[config.mk]
export PLATFORM = sky130hd
export DESIGN_NAME = bitblt_word_merge_unit_flat
export DESIGN_NICKNAME = d
export VERILOG_FILES = /design/src/hw/rtl/bwm_pkg.sv /design/src/hw/rtl/bwm_in_if.sv /design/src/hw/rtl/bwm_out_if.sv /design/src/hw/rtl/bwm_geom.sv /design/src/hw/rtl/bwm_merge.sv /design/src/hw/rtl/bitblt_word_merge_unit.sv /design/src/flat_wrapper.sv
export VERILOG_INCLUDE_DIRS = /design/src /design/src/hw/rtl
export SDC_FILE = /design/constraint.sdc
export NUM_CORES = 1
export LEC_CHECK = 0
export BUFFER_PORTS_ARGS = -buffer_cell sky130_fd_sc_hd__clkbuf_2
export CAP_MARGIN = 20
export CORE_ASPECT_RATIO = 1.2
export CORE_MARGIN = 2
export CORE_UTILIZATION = 60
export DETAILED_ROUTE_END_ITERATION = 16
export GPL_TIMING_DRIVEN = 0
export PLACE_DENSITY = 0.82
export REMOVE_ABC_BUFFERS = 1
export SLEW_MARGIN = 40
export SYNTH_ARGS = -nofsm -noshare
export SYNTH_HDL_FRONTEND = slang
export SYNTH_SLANG_ARGS = --single-unit
[constraint.sdc]
create_clock -name clk -period 6.3 [get_ports clk]
set_input_delay 0.315 -clock clk [delete_from_list [all_inputs] [get_ports clk]]
set_output_delay 0.315 -clock clk [all_outputs]
set_load 0.02 [all_outputs]
[src/hw/rtl/bitblt_word_merge_unit_defines.svh]
// ----------------------------------------------------------------------------
// bitblt_word_merge_unit_defines.svh
// Assertion macros for the word merge RTL (included by bwm_merge).
// ----------------------------------------------------------------------------
`ifndef BITBLT_WORD_MERGE_UNIT_DEFINES_SVH
`define BITBLT_WORD_MERGE_UNIT_DEFINES_SVH

`ifndef NO_ASSERTIONS
// expr must hold at every clock edge out of reset
`define BWM_ASSERT(label, expr, msg) \
  label: assert property (@(posedge clk) disable iff (!rst_n) (expr)) else $error(msg);
// cons must hold in the cycle after ante
`define BWM_ASSERT_NEXT(label, ante, cons, msg) \
  label: assert property (@(posedge clk) disable iff (!rst_n) (ante) |=> (cons)) \
    else $error(msg);
`else
`define BWM_ASSERT(label, expr, msg)
`define BWM_ASSERT_NEXT(label, ante, cons, msg)
`endif

`endif

[src/hw/rtl/bwm_pkg.sv]
// ----------------------------------------------------------------------------
// bwm_pkg
// Widths, register indexes, row geometry type and helper functions.
// ----------------------------------------------------------------------------
package bwm_pkg;

  localparam int WORD_W         = 32;
  localparam int OFS_W          = $clog2(WORD_W);
  localparam int OFS1_W         = OFS_W + 1;
  localparam int WIDTH_W        = 13;
  localparam int RULE_W         = 4;
  localparam int CFG_IDX_W      = 3;
  localparam int CFG_DATA_W     = WIDTH_W;

  localparam int MAX_ROW_PIXELS = 4096;
  localparam int PIX_W          = $clog2(MAX_ROW_PIXELS + 1);
  localparam int CALC_W         = ((PIX_W > WIDTH_W) ? PIX_W : WIDTH_W) + 1;
  // worst case: one pixel in the first word, rest spread over following words
  localparam int MAX_WORDS      = (MAX_ROW_PIXELS + WORD_W - 2) / WORD_W + 1;
  localparam int WIDX_W         = $clog2(MAX_WORDS);
  localparam int IDX1_W         = WIDX_W + 1;
  localparam int NW_W           = $clog2(MAX_WORDS + 1);

  // configuration register indexes
  localparam logic [CFG_IDX_W-1:0] CFG_DEST_BIT_OFFSET = 3'd0;
  localparam logic [CFG_IDX_W-1:0] CFG_SRC_BIT_OFFSET  = 3'd1;
  localparam logic [CFG_IDX_W-1:0] CFG_BLIT_WIDTH      = 3'd2;
  localparam logic [CFG_IDX_W-1:0] CFG_ROP             = 3'd3;
  localparam logic [CFG_IDX_W-1:0] CFG_USE_SOURCE      = 3'd4;
  localparam logic [CFG_IDX_W-1:0] CFG_RIGHT_TO_LEFT   = 3'd5;

  // reset values
  localparam logic [OFS_W-1:0]   RST_DEST_BIT_OFFSET = '0;
  localparam logic [OFS_W-1:0]   RST_SRC_BIT_OFFSET  = '0;
  localparam logic [WIDTH_W-1:0] RST_BLIT_WIDTH      = 13'd1;
  localparam logic [RULE_W-1:0]  RST_ROP             = 4'd3;
  localparam logic               RST_USE_SOURCE      = 1'b1;
  localparam logic               RST_RIGHT_TO_LEFT   = 1'b0;

  typedef struct packed {
    logic [WORD_W-1:0] mask_first;
    logic [WORD_W-1:0] mask_last;
    logic [WORD_W-1:0] skew_mask;
    logic [OFS_W-1:0]  skew;
    logic [NW_W-1:0]   nwords;
    logic              preload;
    logic              use_source;
    logic [RULE_W-1:0] rop;
  } geom_t;

  function automatic logic [WORD_W-1:0] low_ones(input logic [OFS1_W-1:0] n);
    logic [WORD_W-1:0] one;
    one = WORD_W'(1);
    return n[OFS_W] ? '1 : ((one << n[OFS_W-1:0]) - one);
  endfunction

  function automatic logic [WORD_W-1:0] rotl(input logic [WORD_W-1:0] x,
                                             input logic [OFS_W-1:0]  s);
    logic [2*WORD_W-1:0] dbl;
    dbl = {x, x} << s;
    return dbl[2*WORD_W-1:WORD_W];
  endfunction

  // rule bit 0: S&D, bit 1: S&~D, bit 2: ~S&D, bit 3: ~S&~D (minterm form)
  function automatic logic [WORD_W-1:0] combine(input logic [WORD_W-1:0] s,
                                                input logic [WORD_W-1:0] d,
                                                input logic [RULE_W-1:0] rule);
    return ({WORD_W{rule[0]}} &  s &  d) |
           ({WORD_W{rule[1]}} &  s & ~d) |
           ({WORD_W{rule[2]}} & ~s &  d) |
           ({WORD_W{rule[3]}} & ~s & ~d);
  endfunction

endpackage

[src/hw/rtl/bwm_in_if.sv]
// ----------------------------------------------------------------------------
// bwm_in_if
// Input word channel: source, destination and halftone words.
// ----------------------------------------------------------------------------
interface bwm_in_if;
  logic                       valid;
  logic                       ready;
  logic                       kind;
  logic [bwm_pkg::WORD_W-1:0] source_word;
  logic [bwm_pkg::WORD_W-1:0] dest_word;
  logic [bwm_pkg::WORD_W-1:0] halftone_word;

  modport source (output valid, kind, source_word, dest_word, halftone_word,
                  input ready);
  modport sink   (input valid, kind, source_word, dest_word, halftone_word,
                  output ready);
endinterface

[src/hw/rtl/bwm_out_if.sv]
// ----------------------------------------------------------------------------
// bwm_out_if
// Result word channel: merged destination word and row end flag.
// ----------------------------------------------------------------------------
interface bwm_out_if;
  logic                       valid;
  logic                       ready;
  logic [bwm_pkg::WORD_W-1:0] merged_word;
  logic                       last_in_row;

  modport source (output valid, merged_word, last_in_row, input ready);
  modport sink   (input valid, merged_word, last_in_row, output ready);
endinterface

[src/hw/rtl/bwm_geom.sv]
// ----------------------------------------------------------------------------
// bwm_geom
// Configuration registers and registered row geometry (masks, skew, words).
// ----------------------------------------------------------------------------
module bwm_geom (
  input  logic                             clk,
  input  logic                             rst_n,
  input  logic                             cfg_we,
  input  logic [bwm_pkg::CFG_IDX_W-1:0]    cfg_index,
  input  logic [bwm_pkg::CFG_DATA_W-1:0]   cfg_wdata,
  output bwm_pkg::geom_t                   geom
);

  logic [bwm_pkg::OFS_W-1:0]   dest_ofs_r;
  logic [bwm_pkg::OFS_W-1:0]   src_ofs_r;
  logic [bwm_pkg::WIDTH_W-1:0] width_r;
  logic [bwm_pkg::RULE_W-1:0]  rule_r;
  logic                        use_src_r;
  logic                        rtl_r;
  bwm_pkg::geom_t              geom_r;
  bwm_pkg::geom_t              geom_nxt;

  always_ff @(posedge clk) begin
    if (!rst_n) begin
      dest_ofs_r <= bwm_pkg::RST_DEST_BIT_OFFSET;
      src_ofs_r  <= bwm_pkg::RST_SRC_BIT_OFFSET;
      width_r    <= bwm_pkg::RST_BLIT_WIDTH;
      rule_r     <= bwm_pkg::RST_ROP;
      use_src_r  <= bwm_pkg::RST_USE_SOURCE;
      rtl_r      <= bwm_pkg::RST_RIGHT_TO_LEFT;
    end else if (cfg_we) begin
      case (cfg_index)
        bwm_pkg::CFG_DEST_BIT_OFFSET: dest_ofs_r <= cfg_wdata[bwm_pkg::OFS_W-1:0];
        bwm_pkg::CFG_SRC_BIT_OFFSET:  src_ofs_r  <= cfg_wdata[bwm_pkg::OFS_W-1:0];
        bwm_pkg::CFG_BLIT_WIDTH:      width_r    <= cfg_wdata[bwm_pkg::WIDTH_W-1:0];
        bwm_pkg::CFG_ROP:             rule_r     <= cfg_wdata[bwm_pkg::RULE_W-1:0];
        bwm_pkg::CFG_USE_SOURCE:      use_src_r  <= cfg_wdata[0];
        bwm_pkg::CFG_RIGHT_TO_LEFT:   rtl_r      <= cfg_wdata[0];
        default: ;
      endcase
    end
  end

  logic [bwm_pkg::CALC_W-1:0] w_ext;
  logic [bwm_pkg::CALC_W-1:0] w_sat;
  logic [bwm_pkg::OFS1_W-1:0] start_bits;
  logic [bwm_pkg::CALC_W-1:0] start_ext;
  logic [bwm_pkg::CALC_W-1:0] words_calc;
  logic [bwm_pkg::OFS_W-1:0]  end_bits;
  logic [bwm_pkg::OFS_W-1:0]  skew;
  logic [bwm_pkg::OFS_W-1:0]  src_anchor;
  logic [bwm_pkg::WORD_W-1:0] m_first;
  logic [bwm_pkg::WORD_W-1:0] m_last;
  logic [bwm_pkg::WORD_W-1:0] m_skew;
  logic [bwm_pkg::NW_W-1:0]   nwords;
  logic                       single;
  logic                       need_pre;

  always_comb begin
    w_ext = bwm_pkg::CALC_W'(width_r);
    if (w_ext == '0) begin
      w_sat = bwm_pkg::CALC_W'(1);
    end else if (w_ext > bwm_pkg::CALC_W'(bwm_pkg::MAX_ROW_PIXELS)) begin
      w_sat = bwm_pkg::CALC_W'(bwm_pkg::MAX_ROW_PIXELS);
    end else begin
      w_sat = w_ext;
    end

    skew       = src_ofs_r - dest_ofs_r;
    start_bits = bwm_pkg::OFS1_W'(bwm_pkg::WORD_W) - {1'b0, dest_ofs_r};
    start_ext  = bwm_pkg::CALC_W'(start_bits);
    // offset of last pixel within its word, counted from the lsb side
    end_bits   = bwm_pkg::OFS_W'(bwm_pkg::WORD_W - 1)
               - (dest_ofs_r + w_sat[bwm_pkg::OFS_W-1:0] - bwm_pkg::OFS_W'(1));
    m_first    = bwm_pkg::low_ones(start_bits);
    m_last     = ~bwm_pkg::low_ones({1'b0, end_bits});
    m_skew     = (skew == '0) ? '0
               : bwm_pkg::low_ones(bwm_pkg::OFS1_W'(bwm_pkg::WORD_W) - {1'b0, skew});

    single     = w_sat < start_ext;
    words_calc = ((w_sat - start_ext + bwm_pkg::CALC_W'(bwm_pkg::WORD_W - 1))
                  >> bwm_pkg::OFS_W) + bwm_pkg::CALC_W'(1);
    if (single) begin
      m_first = m_first & m_last;
      m_last  = '0;
      nwords  = bwm_pkg::NW_W'(1);
    end else begin
      nwords  = words_calc[bwm_pkg::NW_W-1:0];
    end

    if (rtl_r) begin
      if (nwords > bwm_pkg::NW_W'(1)) begin
        {m_first, m_last} = {m_last, m_first};
      end
      m_skew = ~m_skew;
    end

    src_anchor = rtl_r ? (src_ofs_r + w_sat[bwm_pkg::OFS_W-1:0] - bwm_pkg::OFS_W'(1))
                       : src_ofs_r;
    need_pre   = (skew != '0) && (skew <= src_anchor);

    geom_nxt.mask_first = m_first;
    geom_nxt.mask_last  = m_last;
    geom_nxt.skew_mask  = m_skew;
    geom_nxt.skew       = skew;
    geom_nxt.nwords     = nwords;
    geom_nxt.preload    = use_src_r && (need_pre ^ rtl_r);
    geom_nxt.use_source = use_src_r;
    geom_nxt.rop        = rule_r;
  end

  // tracks the config registers in the cycle after they change
  always_ff @(posedge clk) begin
    geom_r <= geom_nxt;
  end

  assign geom = geom_r;

endmodule

[src/hw/rtl/bwm_merge.sv]
// ----------------------------------------------------------------------------
// bwm_merge
// Input register, funnel rotate / combine / mask datapath, row state and
// result register.
// ----------------------------------------------------------------------------
`include "bitblt_word_merge_unit_defines.svh"

module bwm_merge (
  input  logic            clk,
  input  logic            rst_n,
  bwm_in_if.sink          in_ch,
  bwm_out_if.source       out_ch,
  input  bwm_pkg::geom_t  geom
);

  logic                       s1_valid_r;
  logic                       s1_valid_nxt;
  logic                       s1_kind_r;
  logic [bwm_pkg::WORD_W-1:0] s1_src_r;
  logic [bwm_pkg::WORD_W-1:0] s1_dst_r;
  logic [bwm_pkg::WORD_W-1:0] s1_half_r;

  logic                       out_valid_r;
  logic                       out_valid_nxt;
  logic [bwm_pkg::WORD_W-1:0] merged_r;
  logic                       last_r;

  logic [bwm_pkg::WIDX_W-1:0] widx_r;
  logic [bwm_pkg::WIDX_W-1:0] widx_nxt;
  logic [bwm_pkg::WORD_W-1:0] prev_src_r;
  logic [bwm_pkg::WORD_W-1:0] prev_src_nxt;

  logic                       in_fire;
  logic                       s1_fire;
  logic                       data_fire;
  logic [bwm_pkg::WORD_W-1:0] mixed;
  logic [bwm_pkg::WORD_W-1:0] s_word;
  logic [bwm_pkg::WORD_W-1:0] mask;
  logic [bwm_pkg::WORD_W-1:0] merged;
  logic [bwm_pkg::IDX1_W-1:0] idx_p1;
  logic                       row_last;

  // preload words never need the result register
  assign s1_fire   = s1_valid_r && (s1_kind_r || !out_valid_r || out_ch.ready);
  assign data_fire = s1_fire && !s1_kind_r;
  assign in_ch.ready = !s1_valid_r || s1_fire;
  assign in_fire     = in_ch.valid && in_ch.ready;

  always_comb begin
    mixed  = (prev_src_r & geom.skew_mask) | (s1_src_r & ~geom.skew_mask);
    s_word = geom.use_source ? (bwm_pkg::rotl(mixed, geom.skew) & s1_half_r) : s1_half_r;

    idx_p1   = {1'b0, widx_r} + bwm_pkg::IDX1_W'(1);
    row_last = idx_p1 >= bwm_pkg::IDX1_W'(geom.nwords);

    if (widx_r == '0) begin
      mask = geom.mask_first;
    end else if (row_last) begin
      mask = geom.mask_last;
    end else begin
      mask = '1;
    end

    merged = (bwm_pkg::combine(s_word, s1_dst_r, geom.rop) & mask)
           | (s1_dst_r & ~mask);
  end

  always_comb begin
    widx_nxt     = widx_r;
    prev_src_nxt = prev_src_r;
    if (s1_fire) begin
      if (s1_kind_r) begin
        if (geom.preload && widx_r == '0) begin
          prev_src_nxt = s1_src_r;
        end
      end else begin
        if (geom.use_source) begin
          prev_src_nxt = s1_src_r;
        end
        if (row_last) begin
          widx_nxt     = '0;
          prev_src_nxt = '0;
        end else begin
          widx_nxt = widx_r + bwm_pkg::WIDX_W'(1);
        end
      end
    end

    if (in_fire) begin
      s1_valid_nxt = 1'b1;
    end else if (s1_fire) begin
      s1_valid_nxt = 1'b0;
    end else begin
      s1_valid_nxt = s1_valid_r;
    end

    if (data_fire) begin
      out_valid_nxt = 1'b1;
    end else if (out_ch.ready) begin
      out_valid_nxt = 1'b0;
    end else begin
      out_valid_nxt = out_valid_r;
    end
  end

  always_ff @(posedge clk) begin
    if (!rst_n) begin
      s1_valid_r  <= 1'b0;
      out_valid_r <= 1'b0;
      widx_r      <= '0;
      prev_src_r  <= '0;
    end else begin
      s1_valid_r  <= s1_valid_nxt;
      out_valid_r <= out_valid_nxt;
      widx_r      <= widx_nxt;
      prev_src_r  <= prev_src_nxt;
    end
  end

  always_ff @(posedge clk) begin
    if (in_fire) begin
      s1_kind_r <= in_ch.kind;
      s1_src_r  <= in_ch.source_word;
      s1_dst_r  <= in_ch.dest_word;
      s1_half_r <= in_ch.halftone_word;
    end
    if (data_fire) begin
      merged_r <= merged;
      last_r   <= row_last;
    end
  end

  assign out_ch.valid       = out_valid_r;
  assign out_ch.merged_word = merged_r;
  assign out_ch.last_in_row = last_r;

  `BWM_ASSERT_NEXT(a_row_end_clears, data_fire && row_last,
                   widx_r == '0 && prev_src_r == '0, "row end did not clear row state")
  `BWM_ASSERT_NEXT(a_index_steps, data_fire && !row_last,
                   widx_r == $past(widx_r) + bwm_pkg::WIDX_W'(1), "word index did not advance")
  `BWM_ASSERT_NEXT(a_preload_keeps_index, s1_fire && s1_kind_r,
                   $stable(widx_r), "preload word moved word index")
  `BWM_ASSERT_NEXT(a_preload_no_result, s1_fire && s1_kind_r && (out_ch.ready || !out_valid_r),
                   !out_valid_r, "preload word produced a result")

endmodule

[src/hw/rtl/bitblt_word_merge_unit.sv]
// ----------------------------------------------------------------------------
// bitblt_word_merge_unit
// Bit block transfer row merge: skewed source, halftone, raster op, edge masks.
// ----------------------------------------------------------------------------
// Path: a data word passes the input register, then the merge logic into the
//   result register; while out_ch stalls it waits in the input register.
// Throughput: one word per cycle while out_ch is not stalled, set by the single
//   merge stage; preload words take one slot and give no result.
// Reset (rst_n low, synchronous): config to defaults, row position and held
//   source word cleared, both stages emptied.
module bitblt_word_merge_unit (
  input  logic                            clk,
  input  logic                            rst_n,
  input  logic                            cfg_we,
  input  logic [bwm_pkg::CFG_IDX_W-1:0]   cfg_index,
  input  logic [bwm_pkg::CFG_DATA_W-1:0]  cfg_wdata,
  bwm_in_if.sink                          in_ch,
  bwm_out_if.source                       out_ch
);

  bwm_pkg::geom_t geom;

  bwm_geom u_geom (
    .clk       (clk),
    .rst_n     (rst_n),
    .cfg_we    (cfg_we),
    .cfg_index (cfg_index),
    .cfg_wdata (cfg_wdata),
    .geom      (geom)
  );

  bwm_merge u_merge (
    .clk    (clk),
    .rst_n  (rst_n),
    .in_ch  (in_ch),
    .out_ch (out_ch),
    .geom   (geom)
  );

endmodule
[src/flat_wrapper.sv]
// flat-port wrapper written by rule: the top's interface ports become plain ports
module bitblt_word_merge_unit_flat 
  (clk, rst_n, cfg_we, cfg_index, cfg_wdata, in_ch_valid, in_ch_kind, in_ch_source_word, in_ch_dest_word, in_ch_halftone_word, in_ch_ready, out_ch_valid, out_ch_merged_word, out_ch_last_in_row, out_ch_ready);
  bwm_in_if in_ch_i ();
  bwm_out_if out_ch_i ();
  input  logic clk;
  input  logic rst_n;
  input  logic cfg_we;
  input  logic [bwm_pkg::CFG_IDX_W-1:0] cfg_index;
  input  logic [bwm_pkg::CFG_DATA_W-1:0] cfg_wdata;
  input wire logic [$bits(in_ch_i.valid)-1:0] in_ch_valid;
  input wire logic [$bits(in_ch_i.kind)-1:0] in_ch_kind;
  input wire logic [$bits(in_ch_i.source_word)-1:0] in_ch_source_word;
  input wire logic [$bits(in_ch_i.dest_word)-1:0] in_ch_dest_word;
  input wire logic [$bits(in_ch_i.halftone_word)-1:0] in_ch_halftone_word;
  output wire logic [$bits(in_ch_i.ready)-1:0] in_ch_ready;
  output wire logic [$bits(out_ch_i.valid)-1:0] out_ch_valid;
  output wire logic [$bits(out_ch_i.merged_word)-1:0] out_ch_merged_word;
  output wire logic [$bits(out_ch_i.last_in_row)-1:0] out_ch_last_in_row;
  input wire logic [$bits(out_ch_i.ready)-1:0] out_ch_ready;
  assign in_ch_i.valid = in_ch_valid;
  assign in_ch_i.kind = in_ch_kind;
  assign in_ch_i.source_word = in_ch_source_word;
  assign in_ch_i.dest_word = in_ch_dest_word;
  assign in_ch_i.halftone_word = in_ch_halftone_word;
  assign in_ch_ready = in_ch_i.ready;
  assign out_ch_valid = out_ch_i.valid;
  assign out_ch_merged_word = out_ch_i.merged_word;
  assign out_ch_last_in_row = out_ch_i.last_in_row;
  assign out_ch_i.ready = out_ch_ready;
  bitblt_word_merge_unit u_core (.clk(clk), .rst_n(rst_n), .cfg_we(cfg_we), .cfg_index(cfg_index), .cfg_wdata(cfg_wdata), .in_ch(in_ch_i), .out_ch(out_ch_i));
endmodule
==> results.yml <==
die:
  placementRows: 70
  die_area_sq_um: 31870
  dieWidth_microns: 163.3
  io_pins: 153
  design.core.area_sq_um: 30220
  die_h_microns: 195.2
  floorplan.initialDensity_pct: 60.46
hold_path:
  hp-class: "in2reg"
clocking:
  clock-root-buffer: "sky130_fd_sc_hd__clkbuf_16"
  htree_num_levels: 1
  clock_sink_count: 316
  cts_tree: "yes"
  clock_insertion_delay_worst_skew_ps: 580
  clock_path_buffers: 3
  tritoncts.num_buffers: 31
  clk_transition_reported_paths_ps: 70
sta:
  fin_skew_ps: 18.08
  fin_worst_hold_slack_ps: 7.050
  finalWorstSetupSlack_ps: 268.7
  worstMarginPinSlew_ps: 824.5
  max-slew-margin-rel_pct: 44.45
  slew_violations: 0
  timing.final.hold_violations: 0
  post-route-min-period_ps: 6031
  setup_viol: 0
  fmax_mhz: 165.8
  final_min_period_over_clock_period_pct: 95.74
setup_path:
  cp_data_required_time_ps: 6800
  critPathLaunchType: "flop"
  regToRegSetupSlack_ps: 270
  worstSetupEndpointType: "flop"
  worstSetupPathType: "reg2reg"
  timing.critical_path.fanout_max: 26
  crit_arrival_ps: 6530
power_and_ir_drop:
  sequentialPowerShare_pct: 37.9
  ir_drop_uv: 242.9
  net-switching-power_mw: 2.246
  p_int_mw: 4.492
  static-leakage-power_nw: 8.548
  power_density_nw_per_um2: 310.9
  clockPowerShare_pct: 29.1
  power_switching_share_pct: 33.33
  comb_power_share_pct: 32.9
global_routing:
  grt_first_pass_wirelength_microns: 85600
  initial_antenna_violation_count: 1
  use_met3_pct: 4.652
  pin_count_of_the_biggest_net_entering_global_routing: 42
  first_global_vias: 15550
  globalRoute.busiestLayer: "met2"
  use_met2_pct: 59.12
  grt_remaining_overflow: 0
  met1_resource_use_gr_pct: 40.92
  grt_util_all_layers_pct: 34.48
placed_design:
  placed_cells: 2305
  pre_cts_setup_slack_ps: -801.1
  port_buffers: 152
  dp_hpwl_microns: 37620
  place_congestion: 0.9654
final_layout:
  nNetsFinal: 2237
  post_layout_instance_count_excluding_filler_cells: 2474
  finish.utilization_pct: 71.74
  area.growth.synth_to_final_pct: 18.64
  share_of_post_route_cells_with_drive_strength_above_1_pct: 21.04
yosys:
  post-synth-top-area-fraction_pct: 21.37
  yosysSeqAreaShare_pct: 41.75
  synth.top_cells.by_area: "sky130_fd_sc_hd__edfxtp_1, sky130_fd_sc_hd__dfxtp_1, sky130_fd_sc_hd__mux2_2, sky130_fd_sc_hd__mux2i_1, sky130_fd_sc_hd__ha_1"
  yosysWarnings: 0
  synth_enable_flop_cells: 130
  number_of_library_cell_types_mapped_by_synthesis: 72
  synthCells: 1867
  async_reset_ff_share_pct: 0
  post_synthesis_sequential_element_count: 316
  syn-mean-instance-area_sq_um: 9.786
  postSynth.topFlopCell: "sky130_fd_sc_hd__dfxtp_1"
  synth_top_cell_by_area: "sky130_fd_sc_hd__edfxtp_1"
  synth.cell_area_sq_um: 18270
route:
  routedWlPerCell_microns: 22.58
  route.detailed.vias_per_inst: 6.430
  drtPass1Iterations: 6
  ant_nets: 0
  total_via_count_in_the_routed_design: 15910
  drt_iter0_drc: 1704
  drc: 0
  totalWireLength_microns: 55860
status:
  status: "finished clean"
flow_run:
  drv.max_cap_violation_count: 0
-- synth_stat cells, drive strengths merged (26+ instances only) --
library cell and instances:
a22o 36, xor2 55, xnor2 27, a31oi 26, mux2i 81, dfxtp 186, nand3 43, or3 36
edfxtp 130, o21ai 134, mux2 116, nand2 189, mux4 32, nor2 122, a21oi 73, nor2b 33
o221ai 33, clkbuf 110, ha 61, nand2b 27, inv 59
-- cells by family after synthesis --
logic type / share of synthesized area [%]
AO/OA/AOI/OAI: 16.12
XOR/XNOR: 3.931
adder cells (fa/ha/maj): 4.725
buffers and inverters: 4.130
flip-flops: 41.75
multiplexers: 15.53
AND/OR/NAND/NOR: 13.81
-- area by class of cell --
cell class / instances / area (sq um)
Antenna cell: 1 / 2.502
Clock buffer: 45 / 890.9
Clock inverter: 12 / 166.4
Fill cell: 2099 / 8541
Inverter: 62 / 241.5
Multi-Input combinational cell: 1356 / 10070
Sequential cell: 316 / 7649
Tap cell: 396 / 495.5
Timing Repair Buffer: 286 / 2158
-- layer usage --
metal / vias up / wire, microns
met3: 227 / 4069
met4: 0 / 4077
met2: 870 / 27290
met1: 7596 / 20420
li1: 7215 / -
met5: - / 0
-- power by group through the flow --
stage	combinational, mW	clock (mW)	sequential, mW
finish	2.22	1.96	2.56
global route	2.38	2.03	2.58
CTS	2.13	1.94	2.55
detailed placement	2.05	0	2.59
global placement	1.97	0	2.58
floorplan	1.44	0	2.57
-- final timing paths --
check | start | endpoint | depth (start not counted)
worst max-delay path | u_core.u_geom.dest_ofs_r[0]$_SDFFE_PN0P_ | u_core.u_geom.geom[87]$_DFF_P_ | 26
worst min-delay path | cfg_wdata[6] | u_core.u_geom.width_r[6]$_SDFFE_PN0P_ | 3
worst max register to register | u_core.u_geom.dest_ofs_r[0]$_SDFFE_PN0P_ | u_core.u_geom.geom[87]$_DFF_P_ | 26
worst min register to register | u_core.u_geom.rule_r[2]$_SDFFE_PN0P_ | u_core.u_geom.geom[2]$_DFF_P_ | 0
-- layout by cell type (no fill, tap or decap), drive strengths merged, types with 6 or more instances in the layout --
| master | Yosys | final |
|---|---|---|
| mux2 | 116 | 116 |
| or3 | 36 | 36 |
| a22o | 36 | 36 |
| a31oi | 26 | 26 |
| nor4 | 8 | 8 |
| o21ai | 134 | 134 |
| and2 | 14 | 14 |
| clkinv | 3 | 11 |
| and3 | 10 | 10 |
| ha | 61 | 61 |
| xnor2 | 27 | 27 |
| or2 | 7 | 7 |
| o31ai | 8 | 8 |
| a21o | 16 | 16 |
| nand2 | 189 | 189 |
| nor3 | 21 | 21 |
| a21boi | 25 | 25 |
| dfxtp | 186 | 186 |
| o22ai | 10 | 10 |
| a21oi | 73 | 73 |
| nand3 | 43 | 43 |
| o311ai | 12 | 12 |
| edfxtp | 130 | 130 |
| nor2b | 33 | 33 |
| nor2 | 122 | 122 |
| o221ai | 33 | 33 |
| nand3b | 8 | 8 |
| nand4 | 12 | 12 |
| a211oi | 13 | 13 |
| clkbuf | 110 | 197 |
| mux2i | 81 | 81 |
| xor2 | 55 | 55 |
| buf | 23 | 29 |
| dlygate4sd3 | 0 | 105 |
| o2bb2ai | 6 | 6 |
| inv | 59 | 57 |
| nand2b | 27 | 27 |
| mux4 | 32 | 32 |
-- what timing repair did --
action	4_1_cts	5_1_grt
setup endpoints to repair	39	10
setup buffers	3	4
endpoints found under the hold margin	105	0
hold buffers	105	0
gates resized for setup	17	6
pin swaps	2	0
-- sequential cells by signal, summed over array words and instances, names as in the netlist, 4 cells and up --
name,flops
u_core.u_geom.dest_ofs_r,5
u_core.u_geom.geom,115
u_core.u_geom.rule_r,4
u_core.u_geom.src_ofs_r,5
u_core.u_geom.width_r,13
u_core.u_merge.out_ch.merged_word,32
u_core.u_merge.prev_src_r,32
u_core.u_merge.s1_dst_r,32
u_core.u_merge.s1_half_r,32
u_core.u_merge.s1_src_r,32
u_core.u_merge.widx_r,8
-- worst max-delay path: stages, from the launching register on --
cell and delay, ps:
sky130_fd_sc_hd__dfxtp_4 430, sky130_fd_sc_hd__inv_1 120, sky130_fd_sc_hd__ha_2 280, sky130_fd_sc_hd__ha_4 370
sky130_fd_sc_hd__inv_1 120, sky130_fd_sc_hd__ha_1 310, sky130_fd_sc_hd__ha_1 270, sky130_fd_sc_hd__a311o_1 350
sky130_fd_sc_hd__a31oi_4 250, sky130_fd_sc_hd__nor2b_1 70, sky130_fd_sc_hd__nor2_1 120, sky130_fd_sc_hd__xnor2_1 160
sky130_fd_sc_hd__ha_2 240, sky130_fd_sc_hd__nand2_1 70, sky130_fd_sc_hd__or4_1 490, sky130_fd_sc_hd__mux2i_1 170
sky130_fd_sc_hd__xnor2_1 160, sky130_fd_sc_hd__xnor2_1 160, sky130_fd_sc_hd__nand4_1 170, sky130_fd_sc_hd__o31ai_4 320
sky130_fd_sc_hd__buf_6 170, sky130_fd_sc_hd__buf_6 140, sky130_fd_sc_hd__buf_12 180, sky130_fd_sc_hd__buf_6 170
sky130_fd_sc_hd__buf_6 160, sky130_fd_sc_hd__mux2_2 350, sky130_fd_sc_hd__o22ai_1 120
-- metrics by stage --
stage | cell area [sq um] | total power, mW | setup TNS, ps
final | 21680 | 6.739 | 0
after global routing | 21680 | 6.987 | -1.990
after CTS | 21600 | 6.622 | 0
after detailed placement | 19420 | 4.636 | -14130
after global placement | 19000 | 4.553 | -298980
after floorplan | 17750 | 4.009 | -42300
Note: power is estimated with default switching activity, not from simulation.
